**config.mk**
```make
export PLATFORM = sky130hd
export DESIGN_NAME = cnms_grad_sort
export DESIGN_NICKNAME = d
export VERILOG_FILES = /design/src/canny_non_max_suppression_unit_assert.svh /design/src/cnms_pkg.sv /design/src/cnms_grad_sort.sv
export SDC_FILE = /design/constraint.sdc
export NUM_CORES = 1
export LEC_CHECK = 0
export BUFFER_PORTS_ARGS = -buffer_cell sky130_fd_sc_hd__buf_2
export CORE_AREA = 2 2 154 81
export DETAILED_ROUTE_END_ITERATION = 10
export DIE_AREA = 0 0 156 83
export GPL_TIMING_DRIVEN = 0
export PLACE_DENSITY = 0.62
export SYNTH_ARGS = -nofsm -noshare
export SYNTH_HDL_FRONTEND = slang
export SYNTH_SLANG_ARGS = --single-unit
```
**constraint.sdc**
```tcl
create_clock -name vclk -period 9.9
set_input_delay 0.99 -clock vclk [all_inputs]
set_output_delay 0.99 -clock vclk [all_outputs]
set_load 0.1 [all_outputs]
```
**src/canny_non_max_suppression_unit_assert.svh**
```systemverilog
// Assertion macros shared by the non-max suppression unit RTL
`ifndef CANNY_NON_MAX_SUPPRESSION_UNIT_ASSERT_SVH
`define CANNY_NON_MAX_SUPPRESSION_UNIT_ASSERT_SVH
`ifndef ASSERT_OFF
// same-cycle implication, sampled on clk, masked while rst_n is low
`define CNMS_ASSERT_IMP(lbl, ante, cons) \
  lbl: assert property (@(posedge clk) disable iff (!rst_n) (ante) |-> (cons)) \
    else $error("cnms assertion failed");
// next-cycle implication
`define CNMS_ASSERT_NXT(lbl, ante, cons) \
  lbl: assert property (@(posedge clk) disable iff (!rst_n) (ante) |=> (cons)) \
    else $error("cnms assertion failed");
`else
`define CNMS_ASSERT_IMP(lbl, ante, cons)
`define CNMS_ASSERT_NXT(lbl, ante, cons)
`endif
`endif

```
**src/cnms_pkg.sv**
```systemverilog
// Types and constants of the Canny non-max suppression unit
package cnms_pkg;

  localparam int GRAD_W      = 11;
  localparam int MAG_W       = 11;
  localparam int SEC_W       = 3;
  localparam int CFG_W_W     = 11;
  localparam int CFG_H_W     = 13;
  localparam int CFG_DATA_W  = 13;
  localparam int CFG_IDX_W   = 1;
  localparam int ROW_W       = 12;

  localparam int WID_MIN       = 3;
  localparam int WID_RESET     = 640;
  localparam int WID_FIELD_MAX = (1 << CFG_W_W) - 1;
  localparam int HGT_MIN       = 3;
  localparam int HGT_MAX       = 4096;
  localparam int HGT_RESET     = 480;

  // beat kinds
  localparam logic KIND_PIXEL = 1'b0;
  localparam logic KIND_FLUSH = 1'b1;

  // register indexes
  localparam logic [CFG_IDX_W-1:0] REG_WIDTH  = 1'b0;
  localparam logic [CFG_IDX_W-1:0] REG_HEIGHT = 1'b1;

  // gradient sectors
  localparam logic [SEC_W-1:0] SEC_ZERO    = 3'd0;
  localparam logic [SEC_W-1:0] SEC_HORZ    = 3'd1;
  localparam logic [SEC_W-1:0] SEC_DIAG45  = 3'd2;
  localparam logic [SEC_W-1:0] SEC_VERT    = 3'd3;
  localparam logic [SEC_W-1:0] SEC_DIAG135 = 3'd4;

  localparam logic [MAG_W-1:0] MAG_MAX = 11'd2047;

  // tan(22.5) and tan(67.5) in 16-bit fraction
  localparam int          TAN_FRAC = 16;
  localparam int          TAN_HI_W = 18;
  localparam logic [14:0] TAN_LO   = 15'd27146;
  localparam logic [17:0] TAN_HI   = 18'd158218;

  // output queue
  localparam int OUT_DEPTH = 4;
  localparam int OUT_PTR_W = 2;
  localparam int OUT_CNT_W = 3;

  typedef struct packed {
    logic [SEC_W-1:0] sec;
    logic [MAG_W-1:0] mag;
  } entry_t;

  // one line store word: newest and previous pixel of one column
  typedef struct packed {
    entry_t newer;
    entry_t older;
  } line_word_t;

  typedef struct packed {
    entry_t top;
    entry_t mid;
    entry_t bot;
  } column_t;

  typedef struct packed {
    logic [MAG_W-1:0] mag;
    logic [SEC_W-1:0] sec;
    logic             eof;
  } result_t;

  typedef struct packed {
    logic [OUT_CNT_W-1:0] count;
    logic                 full;
  } fifo_stat_t;

endpackage

```
**src/cnms_grad_sort.sv**
```systemverilog
// Gradient magnitude and direction sector from one Sobel pair
module cnms_grad_sort (
  input  logic signed [cnms_pkg::GRAD_W-1:0] grad_x,
  input  logic signed [cnms_pkg::GRAD_W-1:0] grad_y,
  output cnms_pkg::entry_t                   entry
);
  import cnms_pkg::*;

  localparam int PROD_W = GRAD_W + TAN_HI_W;

  logic              neg_x, neg_y;
  logic [GRAD_W-1:0] abs_x, abs_y;
  logic [GRAD_W:0]   mag_sum;
  logic [PROD_W-1:0] ay_scaled, lo_prod, hi_prod;

  always_comb begin
    neg_x = grad_x[GRAD_W-1];
    neg_y = grad_y[GRAD_W-1];
    // -1024 maps to 1024, which still fits unsigned
    abs_x = neg_x ? GRAD_W'(~grad_x + 1'b1) : GRAD_W'(grad_x);
    abs_y = neg_y ? GRAD_W'(~grad_y + 1'b1) : GRAD_W'(grad_y);

    // L1 magnitude, saturated
    mag_sum   = (GRAD_W+1)'(abs_x) + (GRAD_W+1)'(abs_y);
    entry.mag = (mag_sum > (GRAD_W+1)'(MAG_MAX)) ? MAG_MAX : mag_sum[MAG_W-1:0];

    // |gy| against |gx|*tan in fixed point
    ay_scaled = PROD_W'({abs_y, {TAN_FRAC{1'b0}}});
    lo_prod   = PROD_W'(abs_x) * PROD_W'(TAN_LO);
    hi_prod   = PROD_W'(abs_x) * PROD_W'(TAN_HI);

    if (abs_x == '0 && abs_y == '0) begin
      entry.sec = SEC_ZERO;
    end else if (ay_scaled < lo_prod) begin
      entry.sec = SEC_HORZ;
    end else if (ay_scaled >= hi_prod) begin
      entry.sec = SEC_VERT;
    end else if (abs_x != '0 && abs_y != '0 && neg_x != neg_y) begin
      entry.sec = SEC_DIAG135;
    end else begin
      entry.sec = SEC_DIAG45;
    end
  end

endmodule

```
== Word level (Yosys, flattened, before mapping) ==
Index checks and enable logic that the tools add are counted.

* Register bits after elaboration: 0
* Memories: 0
* Word-level logic and storage cells: 25
* Memory bits (writable): 0
* ROM bits: 0
* Input port bits: 22
* Bits in latches: 0
* Output and inout bits: 14

* Add/sub/neg operators: 3
* Reduce and logical (&&, ||, !) cells: 7
* Equality and inequality tests: 1
* Bitwise gates (word level): 2
* Div/mod/pow operators: 0
* Multipliers: 2
* Magnitude comparators: 3
* Shift-type cells: 0
* Mux-type cells: 7

{| class="wikitable"
|+ Operators by type and width
! operator !! count
|-
| 11-bit two-way mux || 3
|-
| 27-bit by 29-bit >= comparator with 1-bit output || 1
|-
| 11-bit by 17-bit multiplier with 28-bit output, second input constant || 1
|-
| 27-bit by 26-bit less-than comparator with 1-bit output || 1
|-
| 11-bit by 14-bit multiplier with 25-bit output, second input constant || 1
|-
| 11-bit by 1-bit adder with 11-bit output, second input constant || 2
|-
| 11-bit logical NOT || 2
|-
| 11-bit inverter || 2
|-
| 11-bit nonzero test || 2
|-
| 11-bit by 11-bit adder with 12-bit output || 1
|-
| 12-bit by 11-bit > comparator with 1-bit output, second input constant || 1
|-
| 3-bit two-way mux || 4
|-
| 1-bit logical AND || 3
|-
| 1-bit != test || 1
|}

== Logic depth before layout (Yosys ltp) ==
* Depth after elaboration: 10
* Mapped depth: 30
* Gate-level depth less buffers: 30

== Least setup slack after synthesis ==
Ideal clock, no wire load.

* Path type: input-to-output
* Start point: in grad_x[4] (netlist name)
* End point: out entry[11] (netlist name)
* Buffers on the path: 0
* Setup slack: 287 ps
* Required time: 8910 ps
* Data arrival time: 8623 ps
* Stages: 26
* Cells stage by stage: or3_1 > nor3_1 > nor4bb_1 > ha_1 > inv_1 > fa_1 > fa_1 > inv_1 > fa_1 > ha_1 > ha_1 > a21o_1 > a21o_1 > a221o_1 > o21ai_0 > nand2b_1 > a21oi_1 > xor2_1 > ha_1 > nand2_1 > nor2_1 > nand2_1 > or4_1 > nand2_1 > a31oi_1 > nor2_1

{| class="wikitable"
|+ RTL lines
! what !! RTL line !! text
|-
| start: declaration || cnms_grad_sort.sv:3 || <nowiki>input logic signed [cnms_pkg::GRAD_W-1:0] grad_x,</nowiki>
|-
| end: declaration || cnms_grad_sort.sv:5 || <nowiki>output cnms_pkg::entry_t entry</nowiki>
|}

==> flow_summary.ini <==
[run_status]
status = completed

[logic_synthesis]
yosys_warnings = 0
netlist_area_um2 = 5070
synth_nets = 818
seq_area_frac_synth_pct = 0
syn_inst = 612
yosys.cell_types.count = 60
synth.avg_cell_area_um2 = 8.29

[timing]
finalMaxSlewViolations = 0
fin_crit_ps = 9530
finalCritPeriodShare_pct = 96.3
max_freq_mhz = 105
rsz0062_at_grt = false
whs_ps = 2770
relSlewSlack_pct = 34.8
tightest_slew_ps = 972
hold_viol = 0
setup_violations = 0
fin_tns_setup_ps = 0

[drt]
wl_met1_um = 7820
wl_per_cell_um = 17.9
dr.pass1.iters = 5
drc_errors = 0
via_per_inst = 5.71
met2WireLength_um = 5390
topRoutingLayerUsed = met4
drt_iter0_drc = 365
num_vias = 4594
final_antenna_net_count = 0
met3_length_um = 1150
wirelength_um = 14400

[place]
placed_cells_incl_taps = 797
io_buffer_count = 34
hpwl_um = 12400
gp_congestion = 0.889

[worst_setup_path]
path_common_cell = inv_1
critPathMaxStageDelay_ps = 600
worstPathArrival_ps = 8540
cp-end-kind = output pin
critPathKind = in -> out
required_ps = 8910
path_max_fanout = 9
path_delay_family = adder cells
path_buf_inv = 7
startpoint_type = input port
crit_slowest_cell = xnor2_2

[min_path]
hold_path.class = in -> out

[global_route]
grt_pass1_vias = 4543
antenna_found_initial = 1
gr-total-overflow = 0
grt_pass1_wl_um = 23200
grt_usage_pct = 22.3
grt_start_max_net_pins = 11

[cells_and_area]
final_layout_size_suffix_gt1_share_pct = 10.1
seq_cells = 0
seqCellArea_um2 = 0
nNetsFinal = 862
clock_buffers = 0
n_antenna_cell = 0
fin_cells = 804
area_delta_synth_final_pct = 10.4

[floorplanning]
die_x_um = 156
die_h_um = 83
core_area_um2 = 11500
die_area_um2 = 12900
row_count = 28
ios = 36
start_util_pct = 44.0

[flow_run]
max-cap-violations = 0
==> routing by layer <==
metal,vias up,track usage (%)
li1,2280,-
met1,2150,35.7
met2,162,32.5
met3,2,3.76
met4,0,0.500
met5,-,0
==> area by class of cell <==
type	count	area, um^2
Fill cell	1140	5930
Tap cell	150	188
Multi-Input combinational cell	513	4800
Buffer	12	53.8
Inverter	87	327
Timing Repair Buffer	42	235
==> path summary, 6_finish.rpt <==
kind	from	to	depth (start not counted)
min	grad_y[0]	entry[0]	4
max	grad_x[0]	entry[12]	32
==> per-stage QoR <==
stage          cell area (um^2)  util (%)  setup slack [ps]
6_report                   5600      48.6               369
5_1_grt                    5600      48.6              7.77
4_1_cts                    5490      47.7              65.5
3_5_place_dp               5450      47.2              -334
3_3_place_gp               5430      47.1             -1040
2_1_floorplan              5070         -               287
==> cell usage in the layout (no fill, tap or decap), types with 10 or more instances in the layout <==
cell,instances
fa_1,35
inv_1,87
nand3_1,14
o31ai_1,10
nor2_1,16
a21oi_1,33
nor3_1,12
xor2_1,17
a21o_1,20
ha_1,148
nand2_1,43
buf_2,32
o21ai_0,20
xnor2_1,23
==> cells by family (layout without fill, tap and decap cells) <==
kind of cell | Yosys count | after routing | share of synthesized area (%)
compound gates | 136 | 136 | 18.1
xor+xnor | 48 | 48 | 8.29
fa+ha+maj | 184 | 184 | 50.6
buf+inv | 99 | 141 | 7.47
mux | 4 | 4 | 0.888
simple gates | 141 | 141 | 14.7
==> tightest hold or removal path: cells and delay by family <==
family,cells,cell delay (ps)
AND/OR/NAND/NOR,1,90
adder cells (fa/ha/maj),1,130
buffers and inverters,2,570
==> synth_stat cells (all sizes together), types with 5 or more instances <==
master | n | area (um^2)
a31oi | 5 | 31.3
nand3 | 14 | 70.1
fa | 35 | 701
and3 | 5 | 31.3
nand2b | 9 | 56.3
nand4 | 9 | 56.3
o31ai | 10 | 75.1
xnor2 | 31 | 272
or3 | 7 | 48.8
a21oi | 33 | 165
a21o | 20 | 150
nor3 | 13 | 70.1
clkbuf | 9 | 33.8
nor2 | 16 | 60.1
inv | 87 | 327
nand2 | 43 | 161
nor2b | 7 | 43.8
xor2 | 17 | 149
ha | 149 | 1860
o21ai | 24 | 120
==> repair_timing <==
item,CTS,global route
endpoints found under the hold margin,0,0
endpoints found under the setup margin,3,3
gates resized for setup,6,12
hold buffers,0,0
pin swaps,1,2
setup buffers,1,6
Power is left out: the tool's default activity adds up to more than one toggle a clock period on the data nets, which glitch-free logic cannot reach.
