**config.mk**
```make
export PLATFORM = sky130hd
export DESIGN_NAME = cnms_out_fifo_flat
export DESIGN_NICKNAME = d
export VERILOG_FILES = /design/src/canny_non_max_suppression_unit_assert.svh /design/src/cnms_pkg.sv /design/src/cnms_if.sv /design/src/cnms_out_fifo.sv /design/src/flat_wrapper.sv
export SDC_FILE = /design/constraint.sdc
export NUM_CORES = 1
export LEC_CHECK = 0
export BUFFER_PORTS_ARGS = -buffer_cell sky130_fd_sc_hd__buf_4
export CAP_MARGIN = 15
export CORE_MARGIN = 10
export CORE_UTILIZATION = 56
export CTS_CLUSTER_DIAMETER = 100
export DETAILED_ROUTE_END_ITERATION = 7
export GPL_TIMING_DRIVEN = 1
export PLACE_DENSITY = 0.88
export RECOVER_POWER = 25
export SYNTH_ARGS = -nofsm -noshare
export SYNTH_HDL_FRONTEND = slang
export SYNTH_SLANG_ARGS = --single-unit
```
**constraint.sdc**
```tcl
create_clock -name clk -period 2.77 [get_ports clk]
set_clock_uncertainty 0.1 [all_clocks]
set_input_delay 0.554 -clock clk [delete_from_list [all_inputs] [get_ports clk]]
set_output_delay 0.554 -clock clk [all_outputs]
set_load 0.03 [all_outputs]
```
**src/canny_non_max_suppression_unit_assert.svh**
```systemverilog
// Assertion macros shared by the non-max suppression unit RTL
`ifndef CANNY_NON_MAX_SUPPRESSION_UNIT_ASSERT_SVH
`define CANNY_NON_MAX_SUPPRESSION_UNIT_ASSERT_SVH
`ifndef ASSERT_OFF
// same-cycle implication, sampled on clk, masked while rst_n is low
`define CNMS_ASSERT_IMP(lbl, ante, cons) \
  lbl: assert property (@(posedge clk) disable iff (!rst_n) (ante) |-> (cons)) \
    else $error("cnms assertion failed");
// next-cycle implication
`define CNMS_ASSERT_NXT(lbl, ante, cons) \
  lbl: assert property (@(posedge clk) disable iff (!rst_n) (ante) |=> (cons)) \
    else $error("cnms assertion failed");
`else
`define CNMS_ASSERT_IMP(lbl, ante, cons)
`define CNMS_ASSERT_NXT(lbl, ante, cons)
`endif
`endif

```
**src/cnms_pkg.sv**
```systemverilog
// Types and constants of the Canny non-max suppression unit
package cnms_pkg;

  localparam int GRAD_W      = 11;
  localparam int MAG_W       = 11;
  localparam int SEC_W       = 3;
  localparam int CFG_W_W     = 11;
  localparam int CFG_H_W     = 13;
  localparam int CFG_DATA_W  = 13;
  localparam int CFG_IDX_W   = 1;
  localparam int ROW_W       = 12;

  localparam int WID_MIN       = 3;
  localparam int WID_RESET     = 640;
  localparam int WID_FIELD_MAX = (1 << CFG_W_W) - 1;
  localparam int HGT_MIN       = 3;
  localparam int HGT_MAX       = 4096;
  localparam int HGT_RESET     = 480;

  // beat kinds
  localparam logic KIND_PIXEL = 1'b0;
  localparam logic KIND_FLUSH = 1'b1;

  // register indexes
  localparam logic [CFG_IDX_W-1:0] REG_WIDTH  = 1'b0;
  localparam logic [CFG_IDX_W-1:0] REG_HEIGHT = 1'b1;

  // gradient sectors
  localparam logic [SEC_W-1:0] SEC_ZERO    = 3'd0;
  localparam logic [SEC_W-1:0] SEC_HORZ    = 3'd1;
  localparam logic [SEC_W-1:0] SEC_DIAG45  = 3'd2;
  localparam logic [SEC_W-1:0] SEC_VERT    = 3'd3;
  localparam logic [SEC_W-1:0] SEC_DIAG135 = 3'd4;

  localparam logic [MAG_W-1:0] MAG_MAX = 11'd2047;

  // tan(22.5) and tan(67.5) in 16-bit fraction
  localparam int          TAN_FRAC = 16;
  localparam int          TAN_HI_W = 18;
  localparam logic [14:0] TAN_LO   = 15'd27146;
  localparam logic [17:0] TAN_HI   = 18'd158218;

  // output queue
  localparam int OUT_DEPTH = 4;
  localparam int OUT_PTR_W = 2;
  localparam int OUT_CNT_W = 3;

  typedef struct packed {
    logic [SEC_W-1:0] sec;
    logic [MAG_W-1:0] mag;
  } entry_t;

  // one line store word: newest and previous pixel of one column
  typedef struct packed {
    entry_t newer;
    entry_t older;
  } line_word_t;

  typedef struct packed {
    entry_t top;
    entry_t mid;
    entry_t bot;
  } column_t;

  typedef struct packed {
    logic [MAG_W-1:0] mag;
    logic [SEC_W-1:0] sec;
    logic             eof;
  } result_t;

  typedef struct packed {
    logic [OUT_CNT_W-1:0] count;
    logic                 full;
  } fifo_stat_t;

endpackage

```
**src/cnms_if.sv**
```systemverilog


interface cnms_out_if;
  import cnms_pkg::*;
  logic             valid;
  logic             ready;
  logic [MAG_W-1:0] out_magnitude;
  logic [SEC_W-1:0] out_sector;
  logic             end_of_frame;
  modport source (output valid, out_magnitude, out_sector, end_of_frame, input ready);
  modport sink (input valid, out_magnitude, out_sector, end_of_frame, output ready);
endinterface

```
**src/cnms_out_fifo.sv**
```systemverilog
// Four-entry result queue driving the output stream
module cnms_out_fifo (
  input  logic                   clk,
  input  logic                   rst_n,
  input  logic                   push,
  input  cnms_pkg::result_t      push_data,
  output cnms_pkg::fifo_stat_t   stat,
  cnms_out_if.source             out_ch
);
  import cnms_pkg::*;

  result_t              slots [OUT_DEPTH];
  result_t              head;
  logic [OUT_PTR_W-1:0] wr_ptr_r, rd_ptr_r;
  logic [OUT_CNT_W-1:0] count_r, count_nxt;
  logic                 pop;

  assign pop = out_ch.valid && out_ch.ready;

  always_comb begin
    count_nxt = count_r;
    if (push && !pop) begin
      count_nxt = count_r + 1'b1;
    end else if (pop && !push) begin
      count_nxt = count_r - 1'b1;
    end
  end

  // pointers and fill count
  always_ff @(posedge clk) begin
    if (!rst_n) begin
      wr_ptr_r <= '0;
      rd_ptr_r <= '0;
      count_r  <= '0;
    end else begin
      if (push) wr_ptr_r <= wr_ptr_r + 1'b1;
      if (pop)  rd_ptr_r <= rd_ptr_r + 1'b1;
      count_r <= count_nxt;
    end
  end

  // storage
  always_ff @(posedge clk) begin
    if (push) begin
      slots[wr_ptr_r] <= push_data;
    end
  end

  assign head                 = slots[rd_ptr_r];
  assign out_ch.valid         = (count_r != '0);
  assign out_ch.out_magnitude = head.mag;
  assign out_ch.out_sector    = head.sec;
  assign out_ch.end_of_frame  = head.eof;

  assign stat.count = count_r;
  assign stat.full  = (count_r == OUT_CNT_W'(OUT_DEPTH));

endmodule

```
**src/flat_wrapper.sv**
```systemverilog
// flat-port wrapper written by rule: the top's interface ports become plain ports
module cnms_out_fifo_flat import cnms_pkg::*;
  (clk, rst_n, push, push_data, stat, out_ch_valid, out_ch_out_magnitude, out_ch_out_sector, out_ch_end_of_frame, out_ch_ready);
  cnms_out_if out_ch_i ();
  input  logic clk;
  input  logic rst_n;
  input  logic push;
  input  cnms_pkg::result_t push_data;
  output cnms_pkg::fifo_stat_t stat;
  output wire logic [$bits(out_ch_i.valid)-1:0] out_ch_valid;
  output wire logic [$bits(out_ch_i.out_magnitude)-1:0] out_ch_out_magnitude;
  output wire logic [$bits(out_ch_i.out_sector)-1:0] out_ch_out_sector;
  output wire logic [$bits(out_ch_i.end_of_frame)-1:0] out_ch_end_of_frame;
  input wire logic [$bits(out_ch_i.ready)-1:0] out_ch_ready;
  assign out_ch_valid = out_ch_i.valid;
  assign out_ch_out_magnitude = out_ch_i.out_magnitude;
  assign out_ch_out_sector = out_ch_i.out_sector;
  assign out_ch_end_of_frame = out_ch_i.end_of_frame;
  assign out_ch_i.ready = out_ch_ready;
  cnms_out_fifo u_core (.clk(clk), .rst_n(rst_n), .push(push), .push_data(push_data), .stat(stat), .out_ch(out_ch_i));
endmodule
```
==> Word-level counts from Yosys, hierarchy flattened <==
Memory sizes are Yosys's and may differ from the RTL's. A register that Yosys moved wholly into a read port is not among the register bits.
Index checks and enable logic that the tools add are counted.
{ "totals": {"register_bits": 7, "ramBits": 60, "inputBits": 19, "out_inout_bits": 20, "elab_cells": 22, "memories": 1} }
{ "classes": {"add_sub_neg": 4, "n_eq_ne": 1, "n_mux": 6, "reduce_logical": 7} }
{ "memory_table": {"columns": ["name", "words", "width", "read_ports", "rd_clocked_by_memory_dff", "wr", "line", "text"], "rows": [
  ["u_core.slots", 4, 15, 1, 1, 1, "cnms_out_fifo.sv:12", "result_t slots [OUT_DEPTH];"]
]} }
{ "ops": {"columns": ["op", "count"], "rows": [
  ["3-bit two-way mux", 2],
  ["2-bit by 1-bit adder with 2-bit output (second input constant)", 2],
  ["2-bit two-way mux", 2],
  ["3-bit by 1-bit adder with 3-bit output (second input constant)", 1],
  ["3-bit == test (second input constant)", 1],
  ["1-bit logical AND", 3],
  ["3-bit nonzero test", 1],
  ["3-bit by 1-bit subtractor with 3-bit output (second input constant)", 1],
  ["1-bit zero test", 2],
  ["1-bit two-way mux", 2],
  ["2-bit nonzero test", 1]
]} }

==> Logic depth before layout (Yosys ltp) <==
{ "logic_depth": {"word_depth": 5, "ltp_mapped": 7, "ltp_nobuf": 7} }

==> Worst setup path after synthesis <==
OpenSTA, ideal clock, no wires.
{ "synth_path": {"kind": "register to register", "startpoint": "register u_core.count_r[0]", "endpoint": "register u_core.count_r[2]", "setup_ns": 0.076, "t_arrival_ns": 1.975, "required_ns": 2.594, "path_slack_ns": 0.620, "stages_incl_launch_ff": 8, "period_less_slack_ns": 2.150, "cell_sequence": "dfxtp_1 > o31ai_4 > ha_1 > inv_1 > fa_1 > xor2_1 > or3_1 > a21boi_0"} }
{ "synth_between": {"elab_chain_len": 5, "word_cells_on_any_way": 10, "cone_classes": "2 x add/sub; 2 x mux; 6 x reduce/logical"} }
{ "synth_rtl": {"columns": ["item", "line", "text"], "rows": [
  ["start, declared", "cnms_out_fifo.sv:15", "logic [OUT_CNT_W-1:0] count_r, count_nxt;"],
  ["start signal, assigned", "cnms_out_fifo.sv:38", "count_r <= count_nxt;"],
  ["parallel branches: the longest is 5 deep, another holds 3-bit by 1-bit subtractor with 3-bit output", null, null]
]} }
Parallel ways; which one is timed is not known. The select of a mux whose other input is x is not followed.
A chain may end at the register's enable or synchronous reset.

==> impl_metrics.ini <==
[detailed_routing]
firstDrtPassIters = 4
routed_wl_mm = 4.66
first_iter_violations = 84
wire_per_inst_um = 20.5
route.detailed.drc = 0
vias_per_cell = 5.60
vias = 1271
detail-route-antenna-nets = 0

[worst_setup_path]
worst-path-buf-inv = 2
crit_family = multiplexers
cp_slowest_cell = mux4_1
critPathMaxFanout = 15
cp.arrival_ns = 1.75
cp-start-kind = flop
path_common_cell = buf_4
crit_chain = buf_4 > mux4_1 > buf_4
worstPathRequired_ns = 2.12
cp_slowest_stage_delay_ns = 0.61
endpoint_kind = primary output
worst-setup-path-type = flop to primary output

[placed_design]
gp_congestion = 0.663
io_buffers = 38
dpl.hpwl_mm = 3.12

[sta]
fin_crit_sh_pct = 86.6
fmax_mhz = 417
worstMarginPinSlew_ns = 0.774
maxSlewViolCount = 0
rsz0062_at_grt = false
period_needed_ns = 2.40
hold_viol = 0
tns_ns = 0
setup_viol = 0
relSlewSlack_pct = 48.4

[yosys]
ys_seq_elements = 69
synth_commonest_cells = edfxtp_1 (60), mux4_2 (10), and2_1 (9), dfxtp_1 (9)
synth.net_count = 146
synth_area_um2 = 2670
synth.largest_area_cell = edfxtp_1
synthTopCellsByArea = edfxtp_1 (67%), mux4_2 (8.4%), dfxtp_1 (6.7%)
yosysSeqAreaShare_pct = 74.2
synth_ff_type = edfxtp_1
synthArstFlopShare_pct = 0
synth-edff-count = 60
ys_types = 21
netlist_instances = 121
synth_area_per_cell_um2 = 22.1
synth.most_common_cell = edfxtp_1
ys.warnings.count = 0
yosysTopAreaCellShare_pct = 67.4

[power]
p_total_mw = 3.10
netSwitchingPower_mw = 0.910
sw_frac_of_total_pct = 29.3
p_clk_share_pct = 30.9
ir_drop_v = 0.000608
leakagePower_nw = 1.12
p_seq_share_pct = 41.7
p_per_area_nw_per_um2 = 972
p_comb_share_pct = 27.5
internal_power_mw = 2.19

[final_layout]
fin_nets = 193
final_layout_size_suffix_gt1_share_pct = 32.4
area_growth_pct = 19.5
n_antenna_cell = 0
num-fill-cells = 295

[cts]
cts_made_buffers = 9
cts_max_level = 3
clock_latency_ns = 0.34
cts_sinks = 69
cts.path.max_buffers = 2
postCtsHoldBufs = 0
cts.clk_slew.worst_paths_ns = 0.07
cts_tree = yes
cts_setup_buffers = 0
cts_resized = 0
root_buffer = clkbuf_8

[floorplan]
io_pins = 39
dieWidth_um = 89.1
rows = 25
dieHeight_um = 89.1
fp.dieArea_um2 = 7930
core_um2 = 4660
start_util_pct = 57.3

[global_routing]
grt_overflow = 0
antenna_found_initial = 0
grt_pass1_wl_mm = 7.26
grt_usage_pct = 12.9
grt_pass1_vias = 1388
grt_max_degree = 16

[job]
maxCapViolCount = 0

[status]
outcome = finished clean

[hold_path]
min-delay-path-class = input pin to flop
## logic make-up after synthesis
family | share of synthesized area, %
buffers and inverters | 1.78
xor gates and xnor gates | 1.64
and+or+nand+nor | 3.33
adders and majority gates | 3.09
AOI/OAI and AO/OA | 1.87
muxes | 14.1
DFF | 74.2
## routing by layer
| layer | up-vias | GRT usage [%] | wire length (µm) |
|---|---|---|---|
| li1 | 583 | - | - |
| met3 | 8 | 4.38 | 261 |
| met1 | 645 | 14.0 | 1860 |
| met2 | 35 | 21.5 | 2470 |
| met5 | - | 0 | 0 |
| met4 | 0 | 7.80 | 62 |
## registers in the layout (all words and copies together) (netlist names), named ones only
register / count
u_core.wr_ptr_r: 2
u_core.slots: 60
u_core.count_r: 3
u_core.rd_ptr_r: 2
## cells in the final DEF, fill, tap and decap left out, types with 2 or more instances in the layout
cell type  count
mux2i_1        2
inv_1          3
clkinv_2       3
clkbuf_1      11
or3_1          2
xnor2_1        3
mux4_1         5
mux4_2        10
bufinv_16      3
buf_4         28
and2_1         9
edfxtp_1      60
nor2b_1        2
ha_1           5
xor2_1         2
clkbuf_8       9
dfxtp_1        9
## power groups by stage
| stage | Clock (mW) | Combinational [mW] | Sequential [mW] |
|---|---|---|---|
| after floorplan | 0 | 0.614 | 1.32 |
| after global placement | 0 | 0.854 | 1.30 |
| after detailed placement | 0 | 0.874 | 1.31 |
| after CTS | 0.971 | 0.878 | 1.29 |
| after global routing | 1.02 | 0.918 | 1.30 |
| final | 0.957 | 0.852 | 1.29 |
## stage by stage
stage / util, % / area [µm²] / instances / setup slack, ns / hold slack, ns
floorplan: - / 2670 / 121 / 0.620 / 0.428
global placement: 64.3 / 3000 / 211 / 0.640 / 0.440
detailed placement: 64.3 / 3000 / 211 / 0.517 / 0.471
CTS: 69.4 / 3230 / 227 / 0.328 / 0.299
global route: 68.5 / 3190 / 227 / 0.271 / 0.317
finish: 68.5 / 3190 / 227 / 0.370 / 0.317
## worst paths after layout
check,startpoint,to,slack [ns],depth (start not counted)
worst min register to register,u_core.wr_ptr_r[1],u_core.wr_ptr_r[1],0.47,2
worst min-delay path,push_data[4],u_core.slots[2][4],0.32,1
worst max-delay path,flop,out_ch_out_magnitude[10],0.37,3
worst max register to register,u_core.count_r[0],u_core.count_r[2],0.58,7
## cell type report
type	count	area, µm²	share of cell area [%]
inverter	3	11.3	0.353
sequential	69	1980	62.1
multi-input combinational	46	642	20.1
clock inverter	7	114	3.57
clock buffer	9	124	3.88
tap	54	67.6	2.12
timing repair buffer	39	251	7.88
Power figures use the tool's default switching activity.
